$ cat config.mk
export PLATFORM = sky130hd
export DESIGN_NAME = char_lcd_number_formatter
export DESIGN_NICKNAME = d
export VERILOG_FILES = /design/src/rtl/clnf_pkg.sv /design/src/rtl/clnf_ctrl.sv /design/src/rtl/clnf_datapath.sv /design/src/rtl/char_lcd_number_formatter.sv
export SDC_FILE = /design/constraint.sdc
export NUM_CORES = 1
export LEC_CHECK = 0
export ABC_AREA = 1
export BUFFER_PORTS_ARGS = -buffer_cell sky130_fd_sc_hd__clkbuf_2
export CAP_MARGIN = 20
export CELL_PAD_IN_SITES_DETAIL_PLACEMENT = 1
export CELL_PAD_IN_SITES_GLOBAL_PLACEMENT = 1
export CORE_MARGIN = 4
export CORE_UTILIZATION = 40
export CTS_CLUSTER_DIAMETER = 60
export DETAILED_ROUTE_END_ITERATION = 16
export PLACE_DENSITY = 0.74
export SLEW_MARGIN = 10
export SYNTH_ARGS = -nofsm -noshare
export SYNTH_HDL_FRONTEND = slang
export SYNTH_SLANG_ARGS = --single-unit
$ cat constraint.sdc
create_clock -name clock -period 2.4 [get_ports clock]
set_input_delay 0 -clock clock [delete_from_list [all_inputs] [get_ports clock]]
set_output_delay 0 -clock clock [all_outputs]
set_load 0.1 [all_outputs]
$ cat src/rtl/clnf_pkg.sv
// Types and constants shared by the character-LCD number formatter.
// No dependencies; imported by the controller, the datapath and the top level.
package clnf_pkg;

   localparam logic [2:0] OP_CHAR = 3'd0;
   localparam logic [2:0] OP_UDEC = 3'd1;
   localparam logic [2:0] OP_SDEC = 3'd2;
   localparam logic [2:0] OP_HEX  = 3'd3;
   localparam logic [2:0] OP_BIN  = 3'd4;

   localparam logic [1:0] LINE_ONE = 2'd1;
   localparam logic [1:0] LINE_TWO = 2'd2;

   localparam logic [7:0] CMD_SET_ADDR = 8'h80;
   localparam logic [7:0] LINE_TWO_OFS = 8'h40;
   localparam logic [7:0] CHR_ZERO     = 8'h30;
   localparam logic [7:0] CHR_A        = 8'h41;
   localparam logic [7:0] CHR_PLUS     = 8'h2B;
   localparam logic [7:0] CHR_MINUS    = 8'h2D;

   localparam logic [4:0] LIMIT_DEC = 5'd5;
   localparam logic [4:0] LIMIT_HEX = 5'd4;
   localparam logic [4:0] LIMIT_BIN = 5'd16;

   typedef enum logic [2:0] {
      ST_IDLE,
      ST_SETUP,
      ST_CONVERT,
      ST_CURSOR,
      ST_SIGN,
      ST_BODY
   } state_type;

   typedef enum logic [1:0] {
      SEL_CURSOR,
      SEL_SIGN,
      SEL_BODY
   } sel_type;

   typedef struct packed {
      logic    accept;
      logic    conv_step;
      logic    emit;
      sel_type sel;
   } ctl_cmd_type;

   typedef struct packed {
      logic op_valid;
      logic is_dec;
      logic has_cursor;
      logic has_sign;
      logic body_empty;
      logic body_last;
      logic conv_done;
      logic out_free;
   } ctl_status_type;

endpackage

$ cat src/rtl/clnf_ctrl.sv
// Sequencing state machine of the character-LCD number formatter.
// Depends on clnf_pkg; drives the datapath through a command struct.
module clnf_ctrl import clnf_pkg::*; (
   input  logic           clock,
   input  logic           reset,
   input  logic           req_valid,
   output logic           req_stall,
   input  ctl_status_type status,
   output ctl_cmd_type    cmd
);

   state_type state_ff, state_in;
   state_type after_cursor, after_sign;

   always_ff @(posedge clock) begin
      if (reset) begin
         state_ff <= ST_IDLE;
      end else begin
         state_ff <= state_in;
      end
   end

   always_comb begin
      after_sign   = status.body_empty ? ST_IDLE : ST_BODY;
      after_cursor = status.has_sign ? ST_SIGN : after_sign;
   end

   always_comb begin
      state_in = state_ff;
      unique case (state_ff)
         ST_IDLE: begin
            if (req_valid) begin
               state_in = ST_SETUP;
            end
         end
         ST_SETUP: begin
            if (!status.op_valid) begin
               state_in = ST_IDLE;
            end else if (status.is_dec) begin
               state_in = ST_CONVERT;
            end else begin
               state_in = status.has_cursor ? ST_CURSOR : after_cursor;
            end
         end
         ST_CONVERT: begin
            if (status.conv_done) begin
               state_in = status.has_cursor ? ST_CURSOR : after_cursor;
            end
         end
         ST_CURSOR: begin
            if (status.out_free) begin
               state_in = after_cursor;
            end
         end
         ST_SIGN: begin
            if (status.out_free) begin
               state_in = after_sign;
            end
         end
         ST_BODY: begin
            if (status.out_free && status.body_last) begin
               state_in = ST_IDLE;
            end
         end
         default: state_in = ST_IDLE;
      endcase
   end

   always_comb begin
      req_stall     = 1'b1;
      cmd.accept    = 1'b0;
      cmd.conv_step = 1'b0;
      cmd.emit      = 1'b0;
      cmd.sel       = SEL_BODY;
      unique case (state_ff)
         ST_IDLE: begin
            req_stall  = 1'b0;
            cmd.accept = req_valid;
         end
         ST_SETUP: begin
         end
         ST_CONVERT: begin
            cmd.conv_step = 1'b1;
         end
         ST_CURSOR: begin
            cmd.emit = status.out_free;
            cmd.sel  = SEL_CURSOR;
         end
         ST_SIGN: begin
            cmd.emit = status.out_free;
            cmd.sel  = SEL_SIGN;
         end
         ST_BODY: begin
            cmd.emit = status.out_free;
            cmd.sel  = SEL_BODY;
         end
         default: begin
         end
      endcase
   end

endmodule

$ cat src/rtl/clnf_datapath.sv
// Datapath of the character-LCD number formatter: request registers, binary to
// BCD converter, digit selection and the output word register. Uses clnf_pkg.
module clnf_datapath import clnf_pkg::*; (
   input  logic           clock,
   input  logic           reset,
   input  ctl_cmd_type    cmd,
   output ctl_status_type status,
   input  logic [2:0]     req_op,
   input  logic [1:0]     req_line,
   input  logic [4:0]     req_column,
   input  logic [15:0]    req_value,
   input  logic [4:0]     req_digit_count,
   output logic           rsp_valid,
   input  logic           rsp_stall,
   output logic           rsp_reg_select,
   output logic [7:0]     rsp_bus_byte,
   output logic           rsp_last
);

   function automatic logic [7:0] digit_char(input logic [3:0] d);
      logic [7:0] c;
      if (d < 4'd10) begin
         c = CHR_ZERO + {4'd0, d};
      end else begin
         c = CHR_A + {4'd0, d} - 8'd10;
      end
      return c;
   endfunction

   logic [2:0]  op_ff;
   logic [1:0]  line_ff;
   logic [4:0]  column_ff;
   logic [15:0] mag_ff, mag_in;
   logic        neg_ff, neg_in;
   logic [4:0]  rem_ff, rem_in;
   logic [19:0] bcd_ff, bcd_in;
   logic [15:0] sh_ff, sh_in;
   logic [3:0]  conv_cnt_ff;
   logic        rsp_valid_ff;
   logic        rsp_rs_ff, rsp_rs_in;
   logic [7:0]  rsp_byte_ff, rsp_byte_in;
   logic        rsp_last_ff, rsp_last_in;

   logic [4:0]  limit;
   logic [19:0] bcd_adj;
   logic [4:0]  pos_w;
   logic [3:0]  pos;
   logic [3:0]  digit;
   logic [7:0]  cursor_byte;

   always_comb begin
      case (req_op) inside
         OP_UDEC, OP_SDEC: limit = LIMIT_DEC;
         OP_HEX:           limit = LIMIT_HEX;
         OP_BIN:           limit = LIMIT_BIN;
         default:          limit = 5'd0;
      endcase
      neg_in = (req_op == OP_SDEC) && req_value[15];
      mag_in = neg_in ? 16'(~req_value + 16'd1) : req_value;
      if (req_op == OP_CHAR) begin
         rem_in = 5'd1;
      end else begin
         rem_in = (req_digit_count > limit) ? limit : req_digit_count;
      end
   end

   always_comb begin
      for (int n = 0; n < 5; n++) begin
         bcd_adj[4*n +: 4] = (bcd_ff[4*n +: 4] >= 4'd5) ?
                             4'(bcd_ff[4*n +: 4] + 4'd3) : bcd_ff[4*n +: 4];
      end
      bcd_in = {bcd_adj[18:0], sh_ff[15]};
      sh_in  = {sh_ff[14:0], 1'b0};
   end

   always_comb begin
      pos_w = rem_ff - 5'd1;
      pos   = pos_w[3:0];
      case (op_ff)
         OP_HEX:           digit = 4'(mag_ff >> {pos[1:0], 2'b00});
         OP_BIN:           digit = {3'd0, mag_ff[pos]};
         default:          digit = 4'(bcd_ff >> {pos[2:0], 2'b00});
      endcase
      cursor_byte = CMD_SET_ADDR | ({3'd0, column_ff} - 8'd1 +
                    ((line_ff == LINE_TWO) ? LINE_TWO_OFS : 8'd0));
      rsp_rs_in   = 1'b1;
      rsp_byte_in = 8'd0;
      rsp_last_in = 1'b0;
      case (cmd.sel)
         SEL_CURSOR: begin
            rsp_rs_in   = 1'b0;
            rsp_byte_in = cursor_byte;
            rsp_last_in = status.body_empty && !status.has_sign;
         end
         SEL_SIGN: begin
            rsp_byte_in = neg_ff ? CHR_MINUS : CHR_PLUS;
            rsp_last_in = status.body_empty;
         end
         default: begin
            rsp_byte_in = (op_ff == OP_CHAR) ? mag_ff[7:0] : digit_char(digit);
            rsp_last_in = status.body_last;
         end
      endcase
   end

   always_ff @(posedge clock) begin
      if (cmd.accept) begin
         op_ff     <= req_op;
         line_ff   <= req_line;
         column_ff <= req_column;
         mag_ff    <= mag_in;
         neg_ff    <= neg_in;
         sh_ff     <= mag_in;
         bcd_ff    <= '0;
      end else if (cmd.conv_step) begin
         sh_ff     <= sh_in;
         bcd_ff    <= bcd_in;
      end
      if (cmd.emit) begin
         rsp_rs_ff   <= rsp_rs_in;
         rsp_byte_ff <= rsp_byte_in;
         rsp_last_ff <= rsp_last_in;
      end
   end

   always_ff @(posedge clock) begin
      if (reset) begin
         rem_ff       <= '0;
         conv_cnt_ff  <= '0;
         rsp_valid_ff <= 1'b0;
      end else begin
         if (cmd.accept) begin
            rem_ff      <= rem_in;
            conv_cnt_ff <= '0;
         end else begin
            if (cmd.conv_step) begin
               conv_cnt_ff <= conv_cnt_ff + 4'd1;
            end
            if (cmd.emit && cmd.sel == SEL_BODY) begin
               rem_ff <= rem_ff - 5'd1;
            end
         end
         if (cmd.emit) begin
            rsp_valid_ff <= 1'b1;
         end else if (!rsp_stall) begin
            rsp_valid_ff <= 1'b0;
         end
      end
   end

   always_comb begin
      status.op_valid   = (op_ff == OP_CHAR) || (op_ff == OP_UDEC) ||
                          (op_ff == OP_SDEC) || (op_ff == OP_HEX) || (op_ff == OP_BIN);
      status.is_dec     = (op_ff == OP_UDEC) || (op_ff == OP_SDEC);
      status.has_cursor = (line_ff == LINE_ONE) || (line_ff == LINE_TWO);
      status.has_sign   = (op_ff == OP_SDEC);
      status.body_empty = (rem_ff == 5'd0);
      status.body_last  = (rem_ff == 5'd1);
      status.conv_done  = (conv_cnt_ff == 4'hF);
      status.out_free   = !rsp_valid_ff || !rsp_stall;
   end

   assign rsp_valid      = rsp_valid_ff;
   assign rsp_reg_select = rsp_rs_ff;
   assign rsp_bus_byte   = rsp_byte_ff;
   assign rsp_last       = rsp_last_ff;

endmodule

$ cat src/rtl/char_lcd_number_formatter.sv
// Character-LCD number formatter, top level.
// Depends on clnf_pkg, clnf_ctrl and clnf_datapath.
//
// A request word on the req_ channel (op, line, column, value, digit_count)
// becomes a run of LCD bus words on the rsp_ channel: an optional cursor
// command (reg_select 0), an optional sign, then the character or the digits,
// most significant first. rsp_last marks the final word of a run; a request
// with an unknown op, or with no cursor, no sign and no digits, gives no word.
// Both channels use valid/stall; a word moves when valid is high and stall low.
// One request is handled at a time: req_stall is high from the accept until
// the last word of the run has entered the output register.
// After accept the sequencer passes a setup state, then binary-to-BCD
// conversion (one bit a cycle) for decimal ops only, then loads one word a
// cycle into the output register while the receiver does not stall. When
// the receiver stalls, the output register holds its word and the
// sequencer waits. Synchronous reset returns the controller to idle and
// empties the output register.
module char_lcd_number_formatter import clnf_pkg::*; (
   input  logic        clock,
   input  logic        reset,
   input  logic        req_valid,
   output logic        req_stall,
   input  logic [2:0]  req_op,
   input  logic [1:0]  req_line,
   input  logic [4:0]  req_column,
   input  logic [15:0] req_value,
   input  logic [4:0]  req_digit_count,
   output logic        rsp_valid,
   input  logic        rsp_stall,
   output logic        rsp_reg_select,
   output logic [7:0]  rsp_bus_byte,
   output logic        rsp_last
);

   ctl_cmd_type    cmd;
   ctl_status_type status;

   clnf_ctrl u_ctrl (
      .clock     (clock),
      .reset     (reset),
      .req_valid (req_valid),
      .req_stall (req_stall),
      .status    (status),
      .cmd       (cmd)
   );

   clnf_datapath u_datapath (
      .clock           (clock),
      .reset           (reset),
      .cmd             (cmd),
      .status          (status),
      .req_op          (req_op),
      .req_line        (req_line),
      .req_column      (req_column),
      .req_value       (req_value),
      .req_digit_count (req_digit_count),
      .rsp_valid       (rsp_valid),
      .rsp_stall       (rsp_stall),
      .rsp_reg_select  (rsp_reg_select),
      .rsp_bus_byte    (rsp_bus_byte),
      .rsp_last        (rsp_last)
   );

   a_emit_room: assert property (@(posedge clock) disable iff (reset)
      cmd.emit |-> status.out_free)
      else $error("word loaded while output register still held");

   a_busy_after_accept: assert property (@(posedge clock) disable iff (reset)
      (req_valid && !req_stall) |=> req_stall)
      else $error("request taken while previous one in flight");

   a_body_count: assert property (@(posedge clock) disable iff (reset)
      (cmd.emit && cmd.sel == SEL_BODY) |-> !status.body_empty)
      else $error("digit emitted with no digits left");

   a_convert_dec: assert property (@(posedge clock) disable iff (reset)
      cmd.conv_step |-> status.is_dec)
      else $error("BCD conversion for non-decimal request");

endmodule

==> impl_metrics.py <==
metrics = {
    "global_route": {
        "antenna_found_initial": 0,
        "first_global_vias": 5014,
        "overflow": 0,
        "grt_first_pass_wirelength_um": 23700,
        "grt_max_degree": 49,
        "grt_use_total_pct": 20.2,
    },
    "clock_network": {
        "cts_max_level": 3,
        "path_clk_slew_ns": 0.06,
        "ctsLongestPathBuffers": 2,
        "insertion_delay_ns": 0.35,
        "cts_made_buffers": 9,
        "clockRootBuffer": "clkbuf_16",
        "cts_tree": "yes",
        "cts_sinks": 86,
    },
    "sta": {
        "slew_headroom_pct": 59.4,
        "tns_ns": 0,
        "drv_slew": 0,
        "setup_viol": 0,
        "worstMarginPinSlew_ns": 0.610,
        "skew_ns": 0.00604,
        "hold_violations": 0,
        "period_share_pct": 93.8,
        "clock.fmax_mhz": 444,
        "period_minus_slack_ns": 2.25,
        "hold_ws_ns": 0.0152,
    },
    "cells_and_area": {
        "n_antenna_cell": 0,
        "seq_area_mm2": 0.00225,
        "area_growth_pct": 20.8,
        "drive_above_1_share_pct": 16.2,
        "final.fill_count": 1602,
        "multi_input_area_mm2": 0.00255,
        "num-nets-final": 811,
    },
    "power_and_ir_drop": {
        "pwr-share-comb_pct": 47.2,
        "irDropWorstVdd_mv": 0.334,
        "netSwitchingPower_w": 0.00303,
        "power_leakage_nw": 2.90,
        "swShare_pct": 43.1,
        "power_frac_seq_pct": 32.9,
        "clkPwrFrac_pct": 19.9,
        "power.internal_w": 0.00401,
        "powerDensity_mw_per_mm2": 1130,
    },
    "worst_setup_path": {
        "critPathKind": "reg2reg",
        "reg2reg_depth": 16,
        "reg2reg_from": "u_datapath.rem_ff[0]$_SDFFE_PP0P_",
        "critPathLaunch": "u_datapath.rem_ff[0]$_SDFFE_PP0P_",
        "cp.arrival_ns": 2.35,
        "endpoint": "u_datapath.rsp_bus_byte[6]$_DFFE_PP_",
        "r2r-end": "u_datapath.rsp_bus_byte[6]$_DFFE_PP_",
        "crit_required_ns": 2.50,
        "rrSetupSlack_ns": 0.15,
        "crit_fanout": 6,
        "start_kind": "flip-flop",
        "end_kind": "flip-flop",
    },
    "floorplan": {
        "die_width_um": 122,
        "start_util_pct": 41.0,
        "die_y_um": 122,
        "ioPinCount": 47,
        "dieArea_mm2": 0.0148,
        "rows": 41,
        "fp.coreArea_mm2": 0.0126,
    },
    "place": {
        "io_buffers": 46,
        "dp_hpwl_um": 10800,
        "gp_congestion": 0.868,
    },
    "drt": {
        "finalWirelength_um": 14300,
        "ant_nets": 0,
        "dr_total_vias": 4796,
        "drc": 0,
        "drt_iter0_drc": 261,
        "vias_per_cell": 5.15,
        "post_drt_wl_per_cell_um": 15.3,
        "first_pass_iters": 4,
    },
    "synthesis": {
        "ys_seq_elements": 86,
        "synthCells": 679,
        "syn-num-nets": 735,
        "synth_most_common_cell": "nand2_1",
        "syn_avg_cell_area_um2": 7.62,
        "synth_cell_type_count": 42,
        "ys.flop_type": "edfxtp_1",
        "synthTopCellsByCount": "nand2_1 (187), inv_1 (98), edfxtp_1 (53), nor2_1 (51), nand3_1 (47)",
        "yosysTopAreaCell": "edfxtp_1",
        "synth-async-reset-ratio_pct": 0,
        "ys_top_cells_by_area": "edfxtp_1 (31%), nand2_1 (14%), dfxtp_1 (13%)",
        "syn_area_mm2": 0.00517,
        "synth-edff-count": 53,
        "synth_top_cell_area_share_pct": 30.8,
        "synth_seq_area_share_pct": 43.5,
        "yosysWarnings": 0,
    },
    "run": {
        "maxCapViolCount": 0,
    },
    "hold_path": {
        "hold_path.class": "in2reg",
    },
    "status": {
        "status": "finished clean",
    },
}
-- through the flow --
stage	total power, W	utilization (%)	area (µm²)	instances	worst slack (ns)
2_1_floorplan	0.00453	-	5190	679	0.00406
3_3_place_gp	0.00527	45.1	5700	899	0.134
3_5_place_dp	0.00541	45.1	5700	899	0.0324
4_1_cts	0.00687	48.6	6130	929	0.00614
5_1_grt	0.00758	49.5	6250	932	-0.0286
6_report	0.00704	49.5	6250	932	0.150
-- worst max-delay path: stages, from the launching register on --
cell	delay (ns)
dfxtp_2	0.36
inv_4	0.06
ha_4	0.32
clkinvlp_4	0.19
o211ai_1	0.13
nand3_1	0.10
nand2_1	0.09
nand2_1	0.05
inv_1	0.06
nand2_2	0.06
inv_2	0.08
ha_4	0.14
nand3_2	0.08
nand3_1	0.09
nand2_1	0.06
nand2_1	0.09
nand2_1	0.06
-- power by group through the flow --
stage / clock network [W] / registers (W) / logic (W)
6_report: 0.00140 / 0.00232 / 0.00332
3_5_place_dp: 0 / 0.00234 / 0.00308
2_1_floorplan: 0 / 0.00248 / 0.00205
5_1_grt: 0.00150 / 0.00236 / 0.00372
4_1_cts: 0.00144 / 0.00231 / 0.00311
3_3_place_gp: 0 / 0.00232 / 0.00295
-- cell type report --
type	count	share of cell area [%]
timing repair inverter	1	0.120
inverter	103	6.31
clock inverter	7	1.16
multi-input combinational	476	40.9
clock buffer	9	3.60
timing repair buffer	78	8.41
sequential	86	36.1
tap	172	3.44
-- worst min-delay path by stage --
stage                             start  depth (start not counted)                           endpoint
after floorplan                   reset                          1    u_ctrl.state_ff[0]$_SDFFE_PP0P_
after global placement    req_column[3]                          1  u_datapath.column_ff[3]$_DFFE_PP_
after detailed placement  req_column[3]                          1  u_datapath.column_ff[3]$_DFFE_PP_
after CTS                  req_value[7]                          2     u_datapath.mag_ff[7]$_DFFE_PP_
after global routing      req_value[15]                          3    u_datapath.mag_ff[15]$_DFFE_PP_
final                      req_value[7]                          2     u_datapath.mag_ff[7]$_DFFE_PP_
-- cell usage in the layout (no fill, tap or decap), drive strengths merged, types with 5 or more instances in the layout --
master	netlist	routed
nand2	193	193
inv	101	102
clkbuf	4	55
nor2	54	54
edfxtp	53	53
o21ai	49	49
nand3	47	47
a21oi	46	46
dfxtp	33	33
ha	21	21
buf	10	18
xor2	15	15
dlygate4sd3	0	14
o211ai	11	11
nand4	6	6
nor3	5	5
o311ai	5	5
xnor2	5	5
-- sequential cells by signal (all words and copies together) (netlist names) --
| register | count |
|---|---|
| u_datapath.bcd_ff | 20 |
| u_ctrl.state_ff | 3 |
| u_datapath.mag_ff | 16 |
| u_datapath.line_ff | 2 |
| u_datapath.neg_ff | 1 |
| u_datapath.conv_cnt_ff | 4 |
| u_datapath.column_ff | 5 |
| u_datapath.rsp_bus_byte | 8 |
| u_datapath.rsp_valid | 1 |
| u_datapath.rsp_last | 1 |
| u_datapath.rsp_reg_select | 1 |
| u_datapath.op_ff | 3 |
| u_datapath.sh_ff | 16 |
| u_datapath.rem_ff | 5 |
-- kinds of logic after synthesis --
group / Yosys count / share of synthesized area, %
adders and majority gates: 21 / 5.08
and+or+nand+nor: 309 / 24.8
AOI/OAI and AO/OA: 126 / 14.2
buffers and inverters: 117 / 8.85
xor gates and xnor gates: 20 / 3.53
DFF: 86 / 43.5
-- layer usage --
metal,share of wire [%],wire [µm],GRT usage [%]
met1,44,6280,25.0
met2,51,7290,35.3
met3,2.6,371,2.65
met4,2.3,323,8.54
met5,0,0,0
-- repair_timing --
action | in CTS | in global routing
buffers inserted | 0 | 2
resized for setup | 0 | 24
endpoints found under the hold margin | 16 | 0
hold buffers | 14 | 0
endpoints found under the setup margin | 0 | 7
Power figures use the tool's default switching activity.
